## src/rtl/aarc_pkg.sv

```systemverilog
// Package for the attitude axis rate controller.
// Holds the fixed-point constants, the axis and register codes and the stage payload types.
package aarc_pkg;

  localparam int AngleFracBits = 24;
  localparam int LevelFracBits = 15;

  // Degree thresholds in Q8.24 radians.
  localparam logic [31:0] RadP15   = 32'd43923;
  localparam logic [31:0] RadP01   = 32'd2928;
  localparam logic [31:0] Rad1P00  = 32'd292818;
  localparam logic [31:0] RadP25   = 32'd73204;
  localparam logic [31:0] Rad3P00  = 32'd878453;
  localparam logic [31:0] RadP50   = 32'd146409;
  localparam logic [31:0] Rad10P0  = 32'd2928177;
  localparam logic [31:0] Rad2P00  = 32'd585635;

  localparam logic [1:0] AxisInvalid = 2'd3;

  // Configuration register indexes.
  typedef enum logic [2:0] {
    RegInertiaPitch = 3'd0,
    RegInertiaYaw   = 3'd1,
    RegInertiaRoll  = 3'd2,
    RegTorquePitch  = 3'd3,
    RegTorqueYaw    = 3'd4,
    RegTorqueRoll   = 3'd5
  } cfg_reg_t;

  // Numerator: err(33) * mass(24) * inertia(32) * 1e6(20) fits in 109 bits.
  localparam int NumW = 110;
  // Denominator: step(20) * torque(32) << 40 fits in 92 bits; shifted by 15 more.
  localparam int DenW = 110;
  localparam int LevelW = LevelFracBits + 1;

  typedef struct packed {
    logic              valid;
    logic              axis_error;
    logic              settled;
    logic [2:0]        thruster_group;
    logic [31:0]       target_rate;
    logic [LevelW-1:0] level;
    logic [NumW-1:0]   num;
    logic [DenW-1:0]   den;
  } cell_t;

endpackage

```

## src/rtl/aarc_div_cell.sv

```systemverilog
// One restoring division cell of the level pipeline: decides one quotient bit.
// Depends on aarc_pkg.
module aarc_div_cell import aarc_pkg::*; (
  input  logic        clk,
  input  logic        rst_n,
  input  logic [3:0]  bit_sel,
  input  cell_t       cell_in,
  output cell_t       cell_out
);

  cell_t cell_r;
  cell_t cell_nxt;
  logic [NumW-1:0] trial;

  always_comb begin
    cell_nxt = cell_in;
    trial = NumW'(cell_in.den << bit_sel);
    if (cell_in.valid && !cell_in.settled && !cell_in.axis_error
        && !cell_in.level[LevelW-1] && cell_in.num >= trial) begin
      cell_nxt.num = cell_in.num - trial;
      cell_nxt.level[bit_sel] = 1'b1;
    end
  end

  always_ff @(posedge clk) begin
    if (!rst_n) begin
      cell_r.valid <= 1'b0;
    end else begin
      cell_r.valid <= cell_nxt.valid;
    end
    cell_r.axis_error     <= cell_nxt.axis_error;
    cell_r.settled        <= cell_nxt.settled;
    cell_r.thruster_group <= cell_nxt.thruster_group;
    cell_r.target_rate    <= cell_nxt.target_rate;
    cell_r.level          <= cell_nxt.level;
    cell_r.num            <= cell_nxt.num;
    cell_r.den            <= cell_nxt.den;
  end

  assign cell_out = cell_r;

endmodule

```

## config.mk

```make
export PLATFORM = sky130hd
export DESIGN_NAME = aarc_div_cell
export DESIGN_NICKNAME = d
export VERILOG_FILES = /design/src/rtl/aarc_pkg.sv /design/src/rtl/aarc_div_cell.sv
export SDC_FILE = /design/constraint.sdc
export NUM_CORES = 1
export LEC_CHECK = 0
export CORE_AREA = 10 10 209 211
export CTS_BUF_LIST = sky130_fd_sc_hd__clkbuf_8 sky130_fd_sc_hd__clkbuf_16
export DETAILED_ROUTE_END_ITERATION = 8
export DIE_AREA = 0 0 219 221
export DONT_BUFFER_PORTS = 1
export PLACE_DENSITY = 0.77
export REMOVE_ABC_BUFFERS = 1
export SLEW_MARGIN = 15
export SYNTH_ARGS = -nofsm -noshare
export SYNTH_HDL_FRONTEND = slang
export SYNTH_SLANG_ARGS = --single-unit
```

## constraint.sdc

```tcl
create_clock -name clk -period 12.5 [get_ports clk]
set_input_delay 0.625 -clock clk [delete_from_list [all_inputs] [get_ports clk]]
set_output_delay 0.625 -clock clk [all_outputs]
set_load 0.005 [all_outputs]
```

==> run_results.csv <==
group,metric,value,unit
power,p_seq_frac,0.320,
global_routing,overflow,0,
global_routing,grt_pass1_vias,16822,
power,clkPwrFrac,0.298,
clock_network,postCtsSetupBuffers,0,
flow_run,drv_cap,0,
sta,drv_slew,0,
floorplanning,fp.dieW,219,µm
status,violations,"DRC",
route,firstDrtPassIters,8,
global_routing,antenna_found_initial,4,
worst_setup_path,crit_path_start_kind,"primary input",
placement,pre_cts_ws,5.92,ns
sta,worst_pin_slew,1.04,ns
route,viasPerCell,6.82,
finish,fin_util,0.538,
power,peakVddDrop,0.115,mV
worst_setup_path,crit_type,"in2reg",
finish,fill_cells,3516,
sta,hold_violations,0,
worst_setup_path,path_buf_inv,2,
sta,fmax,163,MHz
clock_network,post_cts_resized,0,
worst_setup_path,crit_fanout,113,
route,postRouteAntennaNets,0,
clock_network,cts.sinks,274,
route,vias,17361,
power,p_sw,1.10,mW
clock_network,cts_tree,"done",
worst_setup_path,cpMostUsedCell,"nor2_1",
finish,final_layout_size_suffix_gt1_frac,0.189,
route,totalWireLength,77.3,mm
power,power.total,3.03,mW
power,switching_share,0.364,
yosys,ys_seq_area_frac,0.270,
power,intPower,1.93,mW
sta,rsz0062_at_grt,"no",
yosys,synth_top_area_frac,0.270,
floorplanning,rows,73,
global_routing,grt_usage,0.304,
power,comb_power_share,0.381,
worst_setup_path,cp_data_required_time,12.95,ns
global_routing,grt_pass1_wl,113,mm
yosys,syn_inst,2122,
finish,regArea,5490,µm²
global_routing,grt_max_degree,132,
yosys,ys_ff_latch,274,
finish,stdcell_count,2544,
worst_setup_path,critical_path.max_stage_delay,0.84,ns
clock_network,htreeDepth,1,
clock_network,cts_buffers,27,
yosys,synthArstFlopShare,0,
placement,placedCellCount,2496,
worst_setup_path,path_cells,"inv_1, nor2_1, a21oi_1, mux2i_1, nor2_1, a21oi_1, ha_1, nand2_1, nor2_1, nand4_1, nor4_1, nand4_1, or3_1, a31o_1, nand2_4, buf_4, mux2_2",
floorplanning,io-pin-count,554,
sta,whs,0.0681,ns
worst_hold_path,hp-class,"in2reg",
floorplanning,start_util,0.516,
sta,relSlewSlack,0.308,
yosys,synth.largest_area_cell,"dfxtp_1",
yosys,avgSynthCellArea,9.59,µm²
yosys,synth_most_common_cell,"dfxtp_1",
worst_setup_path,cp_top_family,"simple AND/OR/NAND/NOR gates",
clock_network,cts.path.max_buffers,3,
sta,fin_tns_setup,0,ns
yosys,synth_cell_types,94,
yosys,synth_warnings,0,
yosys,synth-edff-count,0,
status,status,"complete, but fails checks",
finish,largest_reg_flops,274,
power,leakagePower,8.46,nW
finish,final_cell_area,21200,µm²
yosys,synth_commonest_cells,"274 x dfxtp_1, 180 x a21oi_1, 160 x nand2_1, 156 x mux4_2, 131 x inv_1",
worst_setup_path,cp-end-kind,"flip-flop",
floorplanning,coreArea,39500,µm²
route,drt_iter0_drc,1936,
worst_setup_path,arrival,6.57,ns
placement,place_hpwl,63.5,mm
yosys,synth-main-ff-cell,"dfxtp_1",
clock_network,clockRootBuffer,"clkbuf_16",
placement,place_area,20200,µm²
placement,routabilityCongestion,1.06,
sta,min_period_over_period,0.490,
yosys,synth_area,20300,µm²
power,powerDensity,143,nW/µm²
floorplanning,dieArea,48400,µm²
finish,finalNetCount,2391,
route,wire_per_inst,30.4,µm
clock_network,cts.reportedPaths.clkPinSlew,0.08,ns
finish,multiInputGateArea,13600,µm²
finish,syn2layout_area_growth,4.29,%
clock_network,postCtsHoldBufs,0,
yosys,synth_area_leaders,"dfxtp_1 27%, mux4_2 17%, ha_1 6.8%, mux2_2 5.6%, a21oi_1 4.4%",
placement,io_buffers,0,
sta,fin_crit,6.12,ns
route,drcViolationCount,2,
sta,setup_viol,0,
worst_setup_path,worst_path_max_delay_cell,"buf_4",
sta,setup_slack,6.38,ns
floorplanning,die_h,221,µm
[layout make-up]
class,instances,area share
antenna,1,0.000118
clock buffer,30,0.0338
clock inverter,17,0.0123
inverter,131,0.0232
multi-input combinational,1565,0.641
sequential,274,0.258
tap,525,0.0310
timing repair buffer,1,0.000354
[cell usage in the layout, fill, tap and decap left out, drive strengths merged, types with 24 or more instances in the layout]
cell type / n
nand3: 32
ha: 110
xnor2: 59
mux4: 156
clkbuf: 30
nor2: 112
o21bai: 24
dfxtp: 274
mux2i: 67
inv: 134
nor3: 29
mux2: 112
o21ai: 132
xor2: 40
nand2: 168
nand4: 76
a21o: 34
a21oi: 185
[layer usage]
metal	vias to the layer above	share of wire	GRT usage
met1	8526	0.38	0.381
met4	2	0.024	0.0716
met3	126	0.11	0.0799
met5	-	0.000039	0
met2	1052	0.48	0.509
li1	7655	-	-
[cell families (layout without fill, tap and decap cells)]
kind of cell	count (synthesis)	in the layout	share of synthesized area
AOI/OAI and AO/OA	520	520	0.165
xor gates and xnor gates	99	99	0.0426
adders and majority gates	111	111	0.0686
buffers and inverters	283	179	0.0621
DFF	274	274	0.270
muxes	335	335	0.269
other	0	1	0
and+or+nand+nor	500	500	0.123
[worst paths after layout]
check	slack, ns	to	cells past startpoint	start
setup / recovery	6.38	cell_out[118]	17	bit_sel[1]
hold / removal	0.07	cell_out[64]	0	cell_in[64]
[power groups by stage]
stage	Clock [mW]	Combinational [mW]	Sequential (mW)
floorplan	0	0.836	0.971
global placement	0	1.12	0.990
detailed placement	0	1.12	0.990
CTS	0.913	1.13	0.972
global route	0.942	1.24	0.973
finish	0.903	1.15	0.969
Power figures use the tool's default switching activity.
